### src/sv/alt_pkg.sv
// ----------------------------------------------------------------------------
// alt_pkg: shared types and constants of the assembler line tokenizer
// Transfer payloads, configuration set, classified character and limits.
// ----------------------------------------------------------------------------
package alt_pkg;

	// line limits
	localparam int MAX_TOKENS   = 128;
	localparam int BUFFER_BYTES = 512;
	localparam int CUR_W        = $clog2(MAX_TOKENS + 1);
	localparam int BYTE_W       = $clog2(BUFFER_BYTES + 1);

	// results per character and result count width
	localparam int MAX_RES = 3;
	localparam int RES_W   = $clog2(MAX_RES + 1);

	// queue between front and back
	localparam int QUEUE_DEPTH = 4;
	localparam int QPTR_W      = $clog2(QUEUE_DEPTH);
	localparam int QCNT_W      = $clog2(QUEUE_DEPTH + 1);

	// register port
	localparam int ADDR_W = 4;
	localparam int DATA_W = 32;

	localparam logic [1:0] REG_DELIM_A = 2'd0;
	localparam logic [1:0] REG_DELIM_B = 2'd1;
	localparam logic [1:0] REG_DELIM_C = 2'd2;
	localparam logic [1:0] REG_DELIM_D = 2'd3;

	localparam logic [7:0] DELIM_A_RST = 8'd44;
	localparam logic [7:0] DELIM_B_RST = 8'd32;
	localparam logic [7:0] DELIM_C_RST = 8'd9;
	localparam logic [7:0] DELIM_D_RST = 8'd10;

	// character codes
	localparam logic [7:0] CH_NUL    = 8'h00;
	localparam logic [7:0] CH_TAB    = 8'h09;
	localparam logic [7:0] CH_CR     = 8'h0d;
	localparam logic [7:0] CH_SPACE  = 8'h20;
	localparam logic [7:0] CH_QUOTE  = 8'h27;
	localparam logic [7:0] CH_LPAREN = 8'h28;
	localparam logic [7:0] CH_RPAREN = 8'h29;
	localparam logic [7:0] CH_STAR   = 8'h2a;
	localparam logic [7:0] CH_DOT    = 8'h2e;
	localparam logic [7:0] CH_SEMI   = 8'h3b;

	// result kinds
	localparam logic [1:0] KIND_CHAR = 2'd0;
	localparam logic [1:0] KIND_END  = 2'd1;
	localparam logic [1:0] KIND_LINE = 2'd2;

	typedef struct packed {
		logic [7:0] char_code;
		logic       line_end;
	} in_t;

	typedef struct packed {
		logic [1:0] result_kind;
		logic [6:0] token_index;
		logic [7:0] out_char;
		logic       token_empty;
		logic [7:0] token_count;
		logic       overflow;
		logic       last;
	} out_t;

	typedef struct packed {
		logic [7:0] delim_a;
		logic [7:0] delim_b;
		logic [7:0] delim_c;
		logic [7:0] delim_d;
	} cfg_t;

	// character with its classification, as queued between front and back
	typedef struct packed {
		logic [7:0] code;
		logic       line_end;
		logic       is_delim;
		logic       is_space;
		logic       is_dot;
		logic       is_quote;
		logic       is_lparen;
		logic       is_rparen;
		logic       is_comment;
		logic       quote_delim;
	} cls_t;

endpackage

### src/sv/alt_front.sv
// ----------------------------------------------------------------------------
// alt_front: input side of the tokenizer
// Takes characters, classifies them against the delimiter set, queues them.
// ----------------------------------------------------------------------------
module alt_front (
	input  logic          in_valid,
	input  alt_pkg::in_t  in_data,
	output logic          in_stall,
	input  alt_pkg::cfg_t cfg,
	input  logic          q_full,
	output logic          push,
	output alt_pkg::cls_t push_data
);
	import alt_pkg::*;

	function automatic logic f_delim(cfg_t c, logic [7:0] ch);
		return (ch != CH_NUL) && (ch == c.delim_a || ch == c.delim_b ||
			ch == c.delim_c || ch == c.delim_d);
	endfunction

	logic [7:0] ch;

	assign ch       = in_data.char_code;
	assign in_stall = q_full;

	// a zero character without line end changes nothing, so it is not queued
	assign push = in_valid && !q_full && (in_data.line_end || ch != CH_NUL);

	always_comb begin
		push_data             = '0;
		push_data.code        = ch;
		push_data.line_end    = in_data.line_end;
		push_data.is_delim    = f_delim(cfg, ch);
		push_data.is_space    = ch inside {CH_SPACE, [CH_TAB:CH_CR]};
		push_data.is_dot      = ch == CH_DOT;
		push_data.is_quote    = ch == CH_QUOTE;
		push_data.is_lparen   = ch == CH_LPAREN;
		push_data.is_rparen   = ch == CH_RPAREN;
		push_data.is_comment  = ch inside {CH_STAR, CH_SEMI};
		push_data.quote_delim = f_delim(cfg, CH_QUOTE);
	end

endmodule

### src/sv/alt_queue.sv
// ----------------------------------------------------------------------------
// alt_queue: short queue of classified characters
// Decouples the front from the back so that each side stalls on its own.
// ----------------------------------------------------------------------------
module alt_queue (
	input  logic          clk,
	input  logic          arst_n,
	input  logic          push,
	input  alt_pkg::cls_t push_data,
	output logic          full,
	output logic          head_valid,
	output alt_pkg::cls_t head,
	input  logic          pop
);
	import alt_pkg::*;

	function automatic logic [QPTR_W-1:0] f_next(logic [QPTR_W-1:0] p);
		return (p == QPTR_W'(QUEUE_DEPTH - 1)) ? '0 : p + 1'b1;
	endfunction

	cls_t               slot_q [QUEUE_DEPTH];
	logic [QPTR_W-1:0]  wr_q;
	logic [QPTR_W-1:0]  rd_q;
	logic [QCNT_W-1:0]  cnt_q;

	assign full       = cnt_q == QCNT_W'(QUEUE_DEPTH);
	assign head_valid = cnt_q != '0;
	assign head       = slot_q[rd_q];

	always_ff @(posedge clk or negedge arst_n) begin
		if (!arst_n) begin
			wr_q  <= '0;
			rd_q  <= '0;
			cnt_q <= '0;
		end else begin
			if (push) begin
				wr_q <= f_next(wr_q);
			end
			if (pop) begin
				rd_q <= f_next(rd_q);
			end
			if (push && !pop) begin
				cnt_q <= cnt_q + 1'b1;
			end else if (pop && !push) begin
				cnt_q <= cnt_q - 1'b1;
			end
		end
	end

	always_ff @(posedge clk) begin
		if (push) begin
			slot_q[wr_q] <= push_data;
		end
	end

endmodule

### src/sv/alt_back.sv
// ----------------------------------------------------------------------------
// alt_back: tokenizer scan engine and result sequencer
// Applies one queued character per cycle, when no results wait, to the line
// state; hands out the up to three results it causes, one per unstalled cycle.
// ----------------------------------------------------------------------------
module alt_back (
	input  logic          clk,
	input  logic          arst_n,
	input  logic          head_valid,
	input  alt_pkg::cls_t head,
	output logic          pop,
	output logic          out_valid,
	input  logic          out_stall,
	output alt_pkg::out_t out_data
);
	import alt_pkg::*;

	typedef enum logic [7:0] {
		MODE_LINE    = 8'b0000_0001,
		MODE_LEAD    = 8'b0000_0010,
		MODE_GAP     = 8'b0000_0100,
		MODE_FIRST   = 8'b0000_1000,
		MODE_BODY    = 8'b0001_0000,
		MODE_OPEN    = 8'b0010_0000,
		MODE_COMMENT = 8'b0100_0000,
		MODE_STOP    = 8'b1000_0000
	} mode_t;

	typedef struct packed {
		mode_t             mode;
		logic              quoted;
		logic [7:0]        depth;
		logic [CUR_W-1:0]  cur;
		logic [BYTE_W-1:0] bytes;
		logic [CUR_W-1:0]  done;
		logic              hide;
		logic              ovf;
		logic              has;
	} scan_t;

	typedef struct packed {
		scan_t                 st;
		out_t [MAX_RES-1:0]    res;
		logic [RES_W-1:0]      n;
		logic                  ok;
	} ctx_t;

	function automatic scan_t f_clear();
		scan_t s;
		s        = '0;
		s.mode   = MODE_LINE;
		return s;
	endfunction

	function automatic ctx_t f_put(ctx_t x, logic [1:0] kind, logic [6:0] idx,
			logic [7:0] ch, logic emp, logic [7:0] cnt, logic ov);
		out_t r;
		r.result_kind = kind;
		r.token_index = idx;
		r.out_char    = ch;
		r.token_empty = emp;
		r.token_count = cnt;
		r.overflow    = ov;
		r.last        = 1'b0;
		if (x.n < RES_W'(MAX_RES)) begin
			x.res[x.n] = r;
			x.n        = x.n + 1'b1;
		end
		return x;
	endfunction

	function automatic ctx_t f_end_token(ctx_t x);
		x = f_put(x, KIND_END, 7'(x.st.cur), CH_NUL, x.st.hide || !x.st.has,
			8'd0, 1'b0);
		x.st.done = x.st.done + 1'b1;
		if (x.st.bytes < BYTE_W'(BUFFER_BYTES)) begin
			x.st.bytes = x.st.bytes + 1'b1;
		end
		x.st.cur  = x.st.cur + 1'b1;
		x.st.hide = 1'b0;
		x.st.has  = 1'b0;
		x.st.mode = MODE_GAP;
		return x;
	endfunction

	function automatic ctx_t f_cut(ctx_t x);
		x.st.ovf  = 1'b1;
		x.st.mode = MODE_STOP;
		return x;
	endfunction

	// one buffer byte; a full buffer closes the token and stops the line
	function automatic ctx_t f_store(ctx_t x, logic [7:0] ch, logic visible);
		if (x.st.bytes >= BYTE_W'(BUFFER_BYTES - 1)) begin
			x    = f_end_token(x);
			x    = f_cut(x);
			x.ok = 1'b0;
		end else begin
			x.st.bytes = x.st.bytes + 1'b1;
			if (visible && !x.st.hide) begin
				x         = f_put(x, KIND_CHAR, 7'(x.st.cur), ch, 1'b0, 8'd0, 1'b0);
				x.st.has  = 1'b1;
			end
			x.ok = 1'b1;
		end
		return x;
	endfunction

	function automatic ctx_t f_open_slot(ctx_t x);
		if (x.st.cur >= CUR_W'(MAX_TOKENS) || x.st.bytes >= BYTE_W'(BUFFER_BYTES)) begin
			x    = f_cut(x);
			x.ok = 1'b0;
		end else begin
			x.st.depth = '0;
			x.st.hide  = 1'b0;
			x.st.has   = 1'b0;
			x.ok       = 1'b1;
		end
		return x;
	endfunction

	function automatic ctx_t f_body(ctx_t x, cls_t k);
		logic shielded;
		// only a positive depth or an open quote protects a delimiter
		shielded = (!x.st.depth[7] && x.st.depth != '0) || x.st.quoted;
		if (k.is_delim && !shielded) begin
			x = f_end_token(x);
			if (k.is_dot) begin
				x = f_open_slot(x);
				if (x.ok) begin
					x.st.mode = MODE_BODY;
					x         = f_store(x, k.code, 1'b1);
				end
			end
		end else begin
			x = f_store(x, k.code, 1'b1);
			if (x.ok) begin
				if (k.is_quote) begin
					x.st.quoted = !x.st.quoted;
				end
				if (k.is_lparen && x.st.depth != 8'h7f) begin
					x.st.depth = x.st.depth + 1'b1;
				end else if (k.is_rparen && x.st.depth != 8'h80) begin
					x.st.depth = x.st.depth - 1'b1;
				end
			end
		end
		return x;
	endfunction

	function automatic ctx_t f_opening(ctx_t x, cls_t k);
		x.st.mode = MODE_BODY;
		if (k.is_delim && k.is_dot) begin
			x = f_store(x, k.code, 1'b1);
		end else begin
			x = f_body(x, k);
		end
		return x;
	endfunction

	function automatic ctx_t f_start(ctx_t x, cls_t k);
		x = f_open_slot(x);
		if (x.ok) begin
			if (k.is_quote) begin
				x.st.mode = MODE_FIRST;
			end else begin
				x = f_opening(x, k);
			end
		end
		return x;
	endfunction

	// held opening quote is then handled like an ordinary token body character
	function automatic ctx_t f_release(ctx_t x, cls_t qk);
		x.st.mode = MODE_BODY;
		x         = f_body(x, qk);
		return x;
	endfunction

	function automatic ctx_t f_step(scan_t s, cls_t k);
		ctx_t             x;
		cls_t             qk;
		logic             skip;
		logic [RES_W-1:0] li;
		x           = '0;
		x.st        = s;
		skip        = 1'b0;
		qk          = '0;
		qk.code     = CH_QUOTE;
		qk.is_delim = k.quote_delim;
		qk.is_quote = 1'b1;
		if (k.line_end) begin
			if (x.st.mode == MODE_FIRST) begin
				x = f_release(x, qk);
			end
			if (x.st.mode == MODE_BODY || x.st.mode == MODE_OPEN ||
					x.st.mode == MODE_FIRST) begin
				x = f_end_token(x);
			end
			x    = f_put(x, KIND_LINE, 7'd0, CH_NUL, 1'b0, 8'(x.st.done), x.st.ovf);
			x.st = f_clear();
		end else begin
			if (x.st.mode == MODE_FIRST) begin
				if (k.is_quote) begin
					// two quotes: empty token, rest consumed silently
					x = f_store(x, CH_NUL, 1'b0);
					if (x.ok) begin
						x.st.hide = 1'b1;
						x.st.mode = MODE_OPEN;
					end
					skip = 1'b1;
				end else begin
					x = f_release(x, qk);
				end
			end
			if (!skip) begin
				case (x.st.mode)
					MODE_LINE, MODE_LEAD: begin
						if (k.is_space) begin
							x.st.mode = MODE_LEAD;
						end else if (k.is_comment) begin
							x.st.mode = MODE_COMMENT;
						end else begin
							x.st.cur = (x.st.mode == MODE_LEAD) ? CUR_W'(1) : '0;
							x        = f_start(x, k);
						end
					end
					MODE_GAP: begin
						if (!k.is_space) begin
							x = f_start(x, k);
						end
					end
					MODE_OPEN: begin
						x = f_opening(x, k);
					end
					MODE_BODY: begin
						x = f_body(x, k);
					end
					default: begin
					end
				endcase
			end
		end
		li = x.n - 1'b1;
		if (x.n != '0) begin
			x.res[li].last = 1'b1;
		end
		return x;
	endfunction

	scan_t                st_q;
	ctx_t                 step;
	out_t                 out_q;
	logic                 out_valid_q;
	out_t [MAX_RES-2:0]   pend_q;
	logic [RES_W-1:0]     pend_n_q;
	logic                 out_free;

	assign step      = f_step(st_q, head);
	assign out_free  = !out_valid_q || !out_stall;
	assign pop       = head_valid && (pend_n_q == '0) && (out_free || step.n == '0);
	assign out_valid = out_valid_q;
	assign out_data  = out_q;

	always_ff @(posedge clk or negedge arst_n) begin
		if (!arst_n) begin
			st_q        <= f_clear();
			out_valid_q <= 1'b0;
			pend_n_q    <= '0;
		end else begin
			if (pop) begin
				st_q <= step.st;
			end
			if (pend_n_q != '0 && out_free) begin
				out_valid_q <= 1'b1;
				pend_n_q    <= pend_n_q - 1'b1;
			end else if (pop && step.n != '0) begin
				out_valid_q <= 1'b1;
				pend_n_q    <= step.n - 1'b1;
			end else if (out_free) begin
				out_valid_q <= 1'b0;
			end
		end
	end

	always_ff @(posedge clk) begin
		if (pend_n_q != '0 && out_free) begin
			out_q     <= pend_q[0];
			pend_q[0] <= pend_q[1];
		end else if (pop && step.n != '0) begin
			out_q  <= step.res[0];
			pend_q <= step.res[MAX_RES-1:1];
		end
	end

endmodule

### src/sv/assembler_line_tokenizer_unit.sv
// ----------------------------------------------------------------------------
// assembler_line_tokenizer_unit: source line tokenizer
// Splits a character stream into numbered token characters and token ends.
// ----------------------------------------------------------------------------
// Feed one character per transfer and close each line with a line_end
// transfer; the unit answers with token characters, token ends and one line
// end summary (token count, overflow), the last result of each input
// transfer being flagged. A new character is taken every clock unless the
// queue is full: the front classifies it against the four delimiter
// registers in the cycle it arrives and parks it in a four-entry queue, the
// back applies it to the line state and loads its first result into the
// output register. A character that causes two or three results holds the
// back, since the output register delivers one result per clock while
// out_stall is low; the queue absorbs such bursts and any stall on the
// result side. Zero characters without line end are taken and dropped.
// There is no start-up clearing pass. Delimiter registers sit at byte
// addresses 0, 4, 8 and 12 and are only to be written while the unit is idle.
module assembler_line_tokenizer_unit (
	input  logic                         clk,
	input  logic                         arst_n,
	// character input
	input  logic                         in_valid,
	output logic                         in_stall,
	input  alt_pkg::in_t                 in_data,
	// token results
	output logic                         out_valid,
	input  logic                         out_stall,
	output alt_pkg::out_t                out_data,
	// register port
	input  logic                         psel,
	input  logic                         penable,
	input  logic                         pwrite,
	input  logic [alt_pkg::ADDR_W-1:0]   paddr,
	input  logic [alt_pkg::DATA_W-1:0]   pwdata,
	output logic [alt_pkg::DATA_W-1:0]   prdata,
	output logic                         pready
);
	import alt_pkg::*;

	cfg_t       cfg_q;
	logic       cfg_wr;
	logic [1:0] reg_idx;
	logic [7:0] rd_byte;

	logic       q_full;
	logic       q_push;
	cls_t       q_push_data;
	logic       q_head_valid;
	cls_t       q_head;
	logic       q_pop;

	// register port: no wait states, word index taken from the address
	assign pready  = 1'b1;
	assign reg_idx = paddr[ADDR_W-1:2];
	assign cfg_wr  = psel && penable && pwrite;

	always_ff @(posedge clk or negedge arst_n) begin
		if (!arst_n) begin
			cfg_q.delim_a <= DELIM_A_RST;
			cfg_q.delim_b <= DELIM_B_RST;
			cfg_q.delim_c <= DELIM_C_RST;
			cfg_q.delim_d <= DELIM_D_RST;
		end else if (cfg_wr) begin
			case (reg_idx)
				REG_DELIM_A: cfg_q.delim_a <= pwdata[7:0];
				REG_DELIM_B: cfg_q.delim_b <= pwdata[7:0];
				REG_DELIM_C: cfg_q.delim_c <= pwdata[7:0];
				REG_DELIM_D: cfg_q.delim_d <= pwdata[7:0];
				default: begin
				end
			endcase
		end
	end

	// read back of the delimiter registers
	always_comb begin
		case (reg_idx)
			REG_DELIM_A: rd_byte = cfg_q.delim_a;
			REG_DELIM_B: rd_byte = cfg_q.delim_b;
			REG_DELIM_C: rd_byte = cfg_q.delim_c;
			REG_DELIM_D: rd_byte = cfg_q.delim_d;
			default:     rd_byte = CH_NUL;
		endcase
	end

	assign prdata = DATA_W'(rd_byte);

	// front: classify and queue each character
	alt_front u_front (
		.in_valid  (in_valid),
		.in_data   (in_data),
		.in_stall  (in_stall),
		.cfg       (cfg_q),
		.q_full    (q_full),
		.push      (q_push),
		.push_data (q_push_data)
	);

	// queue between the two halves
	alt_queue u_queue (
		.clk        (clk),
		.arst_n     (arst_n),
		.push       (q_push),
		.push_data  (q_push_data),
		.full       (q_full),
		.head_valid (q_head_valid),
		.head       (q_head),
		.pop        (q_pop)
	);

	// back: line state machine and result transfers
	alt_back u_back (
		.clk        (clk),
		.arst_n     (arst_n),
		.head_valid (q_head_valid),
		.head       (q_head),
		.pop        (q_pop),
		.out_valid  (out_valid),
		.out_stall  (out_stall),
		.out_data   (out_data)
	);

endmodule
### config.mk
export PLATFORM = sky130hd
export DESIGN_NAME = assembler_line_tokenizer_unit
export DESIGN_NICKNAME = d
export VERILOG_FILES = /design/src/sv/alt_pkg.sv /design/src/sv/alt_front.sv /design/src/sv/alt_queue.sv /design/src/sv/alt_back.sv /design/src/sv/assembler_line_tokenizer_unit.sv
export SDC_FILE = /design/constraint.sdc
export NUM_CORES = 1
export LEC_CHECK = 0
export BUFFER_PORTS_ARGS = -buffer_cell sky130_fd_sc_hd__buf_2
export CORE_MARGIN = 1.5
export CORE_UTILIZATION = 50
export DETAILED_ROUTE_END_ITERATION = 16
export GPL_TIMING_DRIVEN = 0
export PLACE_DENSITY = 0.68
export SLEW_MARGIN = 30
export SYNTH_ARGS = -nofsm -noshare
export SYNTH_HDL_FRONTEND = slang
export SYNTH_SLANG_ARGS = --single-unit
export TNS_END_PERCENT = 20
### constraint.sdc
create_clock -name clk -period 10.2 [get_ports clk]
set_clock_uncertainty 0.1 [all_clocks]
set_input_delay 0.51 -clock clk [delete_from_list [all_inputs] [get_ports clk]]
set_output_delay 0.51 -clock clk [all_outputs]
set_load 0.02 [all_outputs]
==> results of run 1 <==
==> sequential cells by signal, indices dropped and copies added (netlist names) <==
name / flops
u_back.st_q: 46
u_back.out_data: 28
u_back.pend_q: 55
u_back.out_valid: 1
u_queue.slot_q: 68
u_queue.rd_q: 2
u_queue.wr_q: 2
cfg_q: 32
u_queue.cnt_q: 3
u_back.pend_n_q: 2
==> cell type report <==
cell class	count	area, um^2
fillers	3044	14300
multi-input cells	1418	9690
flip-flops and latches	239	6750
clock buffers	35	716
plain buffers	137	669
well taps	448	561
repair buffers	72	484
inverters	58	221
clock inverters	14	200
diodes	2	5.00
==> routing by layer <==
metal	routed length, um	part of all wire (%)
met1	27100	39
met2	31100	45
met3	6830	9.8
met4	4390	6.3
met5	0	0
==> synthesized netlist by cell type (11+ instances only) <==
cell type  number  area, um^2
a221oi_1       12         105
o211ai_1       14         105
o22ai_1        18         113
nor3_1         55         275
clkbuf_1       72         270
or3_1          17         106
xor2_1         34         298
edfxtp_1      151        4530
nand2b_1       15        93.8
ha_1           44         551
mux2_2         42         473
a22o_1         25         219
a21oi_1       112         561
nor2b_1        16         100
and2_1         27         169
o21ai_1        13        65.1
o31ai_1        20         150
buf_2          29         145
nand3_1        45         225
mux2i_1        18         180
a31oi_1        29         181
o221ai_1       11        96.3
and3_1         19         119
nand4_1        28         175
a211oi_1       14         105
nand2_1       162         608
dfrtp_1        79        1980
a22oi_1        12        90.1
inv_1          51         191
buf_4          26         195
nor2_1        148         556
o21ai_0       122         611
a32o_1         11         110
xnor2_1        74         648
nor4_1         26         163
mux4_2         20         450
==> placed cells by master, fill, tap and decap left out, types with 25 or more instances in the layout <==
| master | synthesis | layout |
|---|---|---|
| a22o_1 | 25 | 25 |
| nand4_1 | 28 | 28 |
| a31oi_1 | 29 | 27 |
| mux2_2 | 42 | 42 |
| clkbuf_1 | 72 | 73 |
| inv_1 | 51 | 50 |
| nor4_1 | 26 | 26 |
| o21ai_0 | 122 | 121 |
| nor3_1 | 55 | 50 |
| and2_1 | 27 | 27 |
| dfrtp_1 | 79 | 79 |
| nor2_1 | 148 | 146 |
| xnor2_1 | 74 | 74 |
| buf_2 | 29 | 93 |
| a21oi_1 | 112 | 112 |
| conb_1 | 2 | 25 |
| nand2_1 | 162 | 162 |
| buf_4 | 26 | 26 |
| clkbuf_16 | 0 | 27 |
| edfxtp_1 | 151 | 151 |
| nand3_1 | 45 | 45 |
| ha_1 | 44 | 43 |
| xor2_1 | 34 | 34 |
==> kinds of logic (layout without fill, tap and decap cells) <==
| kind of cell | count (synthesis) | after routing | synth area share (%) |
|---|---|---|---|
| flip-flops | 239 | 239 | 39.4 |
| multiplexers | 81 | 81 | 6.50 |
| other | 2 | 27 | 0.0438 |
| buffers and inverters | 196 | 316 | 5.12 |
| AO/OA/AOI/OAI | 530 | 530 | 21.0 |
| XOR/XNOR | 112 | 112 | 5.96 |
| AND/OR/NAND/NOR | 625 | 625 | 18.7 |
| adder cells (fa/ha/maj) | 45 | 45 | 3.33 |
==> worst max-delay path, delay by kind of cell, from the launching register on <==
kind | cells | cell delay [ns]
AO/OA/AOI/OAI | 7 | 2.44
XOR/XNOR | 2 | 0.32
adder cells (fa/ha/maj) | 4 | 1.36
buffers and inverters | 12 | 3.40
flip-flops | 1 | 0.33
AND/OR/NAND/NOR | 7 | 1.84
==> power breakdown <==
group          internal, mW  switching [mW]
clock                 0.601           0.428
combinational         0.857            2.25
sequential             1.39           0.155
==> worst max path at each step <==
stage	from	to	slack (ns)	cells past startpoint
2_1_floorplan	u_queue.rd_q[0]$_DFFE_PN0P_	u_back.out_data[0]$_DFFE_PP_	0.33	24
3_3_place_gp	u_queue.rd_q[0]$_DFFE_PN0P_	u_back.out_data[24]$_DFFE_PP_	-4.73	24
3_5_place_dp	u_queue.rd_q[0]$_DFFE_PN0P_	u_queue.cnt_q[2]$_DFFE_PN0P_	-0.78	30
4_1_cts	u_back.st_q[41]$_DFFE_PN0P_	u_back.st_q[11]$_DFFE_PN0P_	0.01	27
5_1_grt	u_back.st_q[16]$_DFFE_PN0P_	u_queue.cnt_q[2]$_DFFE_PN0P_	0.17	32
6_report	u_back.st_q[16]$_DFFE_PN0P_	u_queue.cnt_q[2]$_DFFE_PN0P_	0.28	32
==> per-stage QoR <==
step / instances / util (%) / TNS, ns
3_3_place_gp: 2364 / 53.9 / -309.25
6_report: 2423 / 57.4 / 0
4_1_cts: 2420 / 57.3 / 0
2_1_floorplan: 1853 / - / 0
3_5_place_dp: 2371 / 54.5 / -3.20
5_1_grt: 2421 / 57.4 / 0
==> repair_timing <==
item / 4_1_cts / 5_1_grt
hold buffers: 1 / 0
endpoints found under the setup margin: 15 / 10
hold endpoints to repair: 29 / 0
resized for setup: 4 / 12
==> flow_metrics.env, run 1 <==
export IMPL_track_usage_pct=39.0
export IMPL_path_class="register to register"
export IMPL_slew_violations=0
export IMPL_min_from="in_data[5]"
export IMPL_vias=16400
export IMPL_drive_gt1_share_pct=16.1
export IMPL_design_area_um2=19300
export IMPL_io_pins=115
export IMPL_period_minus_slack_ns=9.92
export IMPL_root_buffer="clkbuf_16"
export IMPL_use_met1_pct=50.9
export IMPL_setup_slack_ns=0.284
export IMPL_htree_levels=1
export IMPL_use_met3_pct=6.89
export IMPL_leakagePower_nw=7.19
export IMPL_async_flop_share_pct=36.8
export IMPL_max_freq_ghz=0.101
export IMPL_die_h_um=188
export IMPL_hold_path_class="primary input to register"
export IMPL_area_growth_pct=12.6
export IMPL_syn_inst=1830
export IMPL_busiest_layer="met2"
export IMPL_drc=0
export IMPL_critPathMaxFanout=10
export IMPL_drtIter0Drc=1944
export IMPL_clock_path_buffers=3
export IMPL_r2r_cells=32
export IMPL_hpwl_um=51700
export IMPL_rsz0062_at_grt="no"
export IMPL_initial_core_util_pct=51.0
export IMPL_finalHoldViolCount=0
export IMPL_holdPathStages=1
export IMPL_die_x_um=188
export IMPL_worst_pin_slew_ns=1.17
export IMPL_seq_area_frac_synth_pct=39.4
export IMPL_power_mw=5.68
export IMPL_cts_sinks=239
export IMPL_timing_rr_start="u_back.st_q[16]$_DFFE_PN0P_"
export IMPL_outcome="complete, no violations"
export IMPL_rr_endpoint="u_queue.cnt_q[2]$_DFFE_PN0P_"
export IMPL_die_area_um2=35400
export IMPL_wirelength_um=69500
export IMPL_grt_max_degree=59
export IMPL_antenna_found_initial=3
export IMPL_clock_latency_ns=0.58
export IMPL_critPathSlowestCell="a32oi_2"
export IMPL_ys_ff_latch=239
export IMPL_power_density_nw_per_um2=294
export IMPL_cts_made_buffers=27
export IMPL_whs_endpoint="u_queue.slot_q[1][13]$_DFFE_PP_"
export IMPL_peakVddDrop_mv=0.199
export IMPL_fin_crit_sh_pct=97.2
export IMPL_relSlewSlack_pct=21.7
export IMPL_post_place_ws_ns=-0.782
export IMPL_cts_tree="built"
export IMPL_grt_pass1_vias=15900
export IMPL_cts_setup_buffers=0
export IMPL_overflow=0
export IMPL_synth_area_per_cell_um2=9.37
export IMPL_syn_area_um2=17100
export IMPL_grt_first_pass_wirelength_um=103000
export IMPL_hold_ws_ns=0.0648
export IMPL_clk_pin_slew_ns=0.06
export IMPL_fp_coreArea_um2=33600
export IMPL_nNetsFinal=2050
export IMPL_gp_congestion=1.04
export IMPL_start_kind="register"
export IMPL_rrSetupSlack_ns=0.28
export IMPL_required_ns=10.60
export IMPL_yosys_warnings=0
export IMPL_via_per_inst=6.79
export IMPL_max_cap_violations=0
export IMPL_place_area_um2=18300
export IMPL_yosysUniqueCellTypes=101
export IMPL_critPathCaptureType="register"
export IMPL_crit_arrival_ns=10.31
export IMPL_rows=67
export IMPL_slowest_delay_ns=0.54
export IMPL_first_pass_iters=5
export IMPL_portBuffers=63
export IMPL_synth_edf_count=151
export IMPL_setup_viol=0
export IMPL_ant_nets=0
export IMPL_grtUsageMet2_pct=61.5
export IMPL_ys_flop_type="edfxtp_1"
export IMPL_wl_per_cell_um=28.7
(Power assumes the default switching activity.)
==> inputs of run 2 (changes only) <==
--- a/config.mk
+++ b/config.mk
@@ -10,6 +10,7 @@
 export CORE_UTILIZATION = 50
 export DETAILED_ROUTE_END_ITERATION = 16
 export GPL_TIMING_DRIVEN = 0
+export MAX_ROUTING_LAYER = met4
 export PLACE_DENSITY = 0.68
 export SLEW_MARGIN = 30
 export SYNTH_ARGS = -nofsm -noshare
==> flow_metrics.env, run 2 (synthesis gave the netlist of run 1 again) <==
export IMPL_outcome="complete, no violations"
export IMPL_power_density_nw_per_um2=294
export IMPL_wl_per_cell_um=29.4
export IMPL_clock_path_buffers=3
export IMPL_multi_input_area_um2=9710
export IMPL_htree_levels=1
export IMPL_holdPathStages=1
export IMPL_start_kind="register"
export IMPL_initial_core_util_pct=51.0
export IMPL_layout_commonest_cell="nand2_1"
export IMPL_setup_slack_ns=0.0358
export IMPL_die_x_um=188
export IMPL_largest_register_ffs=68
export IMPL_grt_pass1_vias=15800
export IMPL_fin_crit_sh_pct=99.6
export IMPL_seqCellArea_um2=6750
export IMPL_swShare_pct=50.7
export IMPL_rows=67
export IMPL_hpwl_um=52600
export IMPL_max_freq_ghz=0.0984
export IMPL_met2_length_um=32100
export IMPL_wl_met1_um=27100
export IMPL_cts_sinks=239
export IMPL_via_per_inst=6.84
export IMPL_cts_made_buffers=27
export IMPL_drc=0
export IMPL_rrSetupSlack_ns=0.04
export IMPL_worst_pin_slew_ns=1.11
export IMPL_hold_ws_ns=0.0595
export IMPL_seq_power_share_pct=27.3
export IMPL_slew_violations=0
export IMPL_power_frac_comb_pct=55.0
export IMPL_whs_endpoint="u_queue.slot_q[0][8]$_DFFE_PP_"
export IMPL_ant_nets=0
export IMPL_p_switching_mw=2.88
export IMPL_portBuffers=63
export IMPL_highest_layer="met4"
export IMPL_clk_pin_slew_ns=0.07
export IMPL_critPathCaptureType="register"
export IMPL_drtIter0Drc=2217
export IMPL_relSlewSlack_pct=26.2
export IMPL_grt_max_degree=63
export IMPL_gp_congestion=1.05
export IMPL_io_pins=115
export IMPL_max_cap_violations=0
export IMPL_min_from="in_data[0]"
export IMPL_antenna_found_initial=1
export IMPL_n_fill_cell=3003
export IMPL_grt_first_pass_wirelength_um=104000
export IMPL_timing_rr_start="u_back.st_q[12]$_DFFE_PN0P_"
export IMPL_track_usage_pct=41.1
export IMPL_overflow=0
export IMPL_post_place_ws_ns=-0.556
export IMPL_design_area_um2=19300
export IMPL_cpMostUsedCell="ha_1"
export IMPL_fp_coreArea_um2=33600
export IMPL_tns_ns=0
export IMPL_crit_arrival_ns=10.53
export IMPL_slowest_delay_ns=0.65
export IMPL_power_mw=5.68
export IMPL_leakagePower_nw=7.19
export IMPL_routed_wl_met3_um=7560
export IMPL_die_area_um2=35400
export IMPL_setup_viol=0
export IMPL_critPathMaxFanout=11
export IMPL_drive_gt1_share_pct=16.2
export IMPL_nNetsFinal=2051
export IMPL_cts_tree="built"
export IMPL_first_pass_iters=8
export IMPL_path_class="register to register"
export IMPL_largest_register="u_queue.slot_q"
export IMPL_r2r_cells=29
export IMPL_period_minus_slack_ns=10.16
export IMPL_die_h_um=188
export IMPL_required_ns=10.57
export IMPL_rr_endpoint="u_queue.cnt_q[1]$_DFFE_PN0P_"
export IMPL_final_cell_mix="nand2_1 (162), edfxtp_1 (151), nor2_1 (147)"
export IMPL_largest_registers="u_queue.slot_q x68, u_back.pend_q x55, u_back.st_q x46"
export IMPL_peakVddDrop_mv=0.213
export IMPL_root_buffer="clkbuf_16"
export IMPL_hold_path_class="primary input to register"
export IMPL_area_growth_pct=12.5
export IMPL_clkPwrFrac_pct=17.8
export IMPL_place_area_um2=18300
export IMPL_vias=16600
export IMPL_intPower_mw=2.80
export IMPL_critPathSlowestCell="and3_1"
export IMPL_finalHoldViolCount=0
export IMPL_wirelength_um=71300
export IMPL_rsz0062_at_grt="no"
export IMPL_clock_latency_ns=0.59
-- run 2: cell count changes in the layout (fill, tap and decap cells not counted), sizes merged --
| cell | delta |
|---|---|
| clkinv | +6 |
| clkbuf | -7 |
| diode | -1 |
| inv | +3 |
| bufinv | -1 |
| buf | +2 |
| clkinvlp | -1 |
-- run 2: how the worst max path moves through the flow --
stage | from | end | cells past startpoint
global route | u_back.st_q[12]$_DFFE_PN0P_ | u_queue.cnt_q[1]$_DFFE_PN0P_ | 29
finish | u_back.st_q[12]$_DFFE_PN0P_ | u_queue.cnt_q[1]$_DFFE_PN0P_ | 29
floorplan | u_queue.rd_q[0]$_DFFE_PN0P_ | u_back.out_data[0]$_DFFE_PP_ | 24
CTS | u_back.st_q[16]$_DFFE_PN0P_ | u_queue.cnt_q[2]$_DFFE_PN0P_ | 31
global placement | u_queue.rd_q[0]$_DFFE_PN0P_ | u_back.out_data[25]$_DFFE_PP_ | 24
detailed placement | u_queue.rd_q[0]$_DFFE_PN0P_ | u_queue.cnt_q[2]$_DFFE_PN0P_ | 30
-- run 2: layout make-up --
| class | count | share of cell area [%] |
|---|---|---|
| Buffer | 137 | 3.47 |
| Tap cell | 448 | 2.91 |
| Inverter | 58 | 1.15 |
| Clock buffer | 29 | 3.54 |
| Timing Repair Buffer | 73 | 2.48 |
| Clock inverter | 21 | 1.12 |
| Antenna cell | 1 | 0.0130 |
| Sequential cell | 239 | 35.0 |
| Multi-Input combinational cell | 1418 | 50.3 |
-- run 2: per-stage QoR --
step	util, %	instances
2_1_floorplan	-	1853
3_3_place_gp	53.9	2364
3_5_place_dp	54.5	2370
4_1_cts	57.2	2421
5_1_grt	57.4	2424
6_report	57.4	2424
-- run 2: worst max-delay path: cells and delay by family (launching register included) --
family | cells | cell delay (ns)
DFF | 1 | 0.46
buffers and inverters | 10 | 3.57
adders and majority gates | 5 | 1.62
AOI/OAI and AO/OA | 7 | 1.90
muxes | 1 | 0.27
and+or+nand+nor | 6 | 2.11
-- run 2: layer usage --
layer,vias to the layer above,track usage (%)
li1,7125,-
met1,8000,52.1
met2,1173,63.5
met3,292,6.69
met4,0,21.4
met5,-,-
-- run 2: power by group through the flow --
| stage | Combinational, mW | Clock (mW) | Sequential [mW] |
|---|---|---|---|
| after global placement | 2.86 | 0 | 1.58 |
| final | 3.12 | 1.01 | 1.55 |
| after global routing | 3.22 | 1.05 | 1.57 |
| after detailed placement | 2.94 | 0 | 1.56 |
| after CTS | 2.96 | 1.01 | 1.54 |
| after floorplan | 1.69 | 0 | 1.61 |
-- run 2: timing repair --
item	in CTS	in global routing
endpoints found under the setup margin	9	6
hold endpoints to repair	26	0
resized for setup	6	5
hold buffers	1	0
pin swaps	0	1
setup buffers	0	3
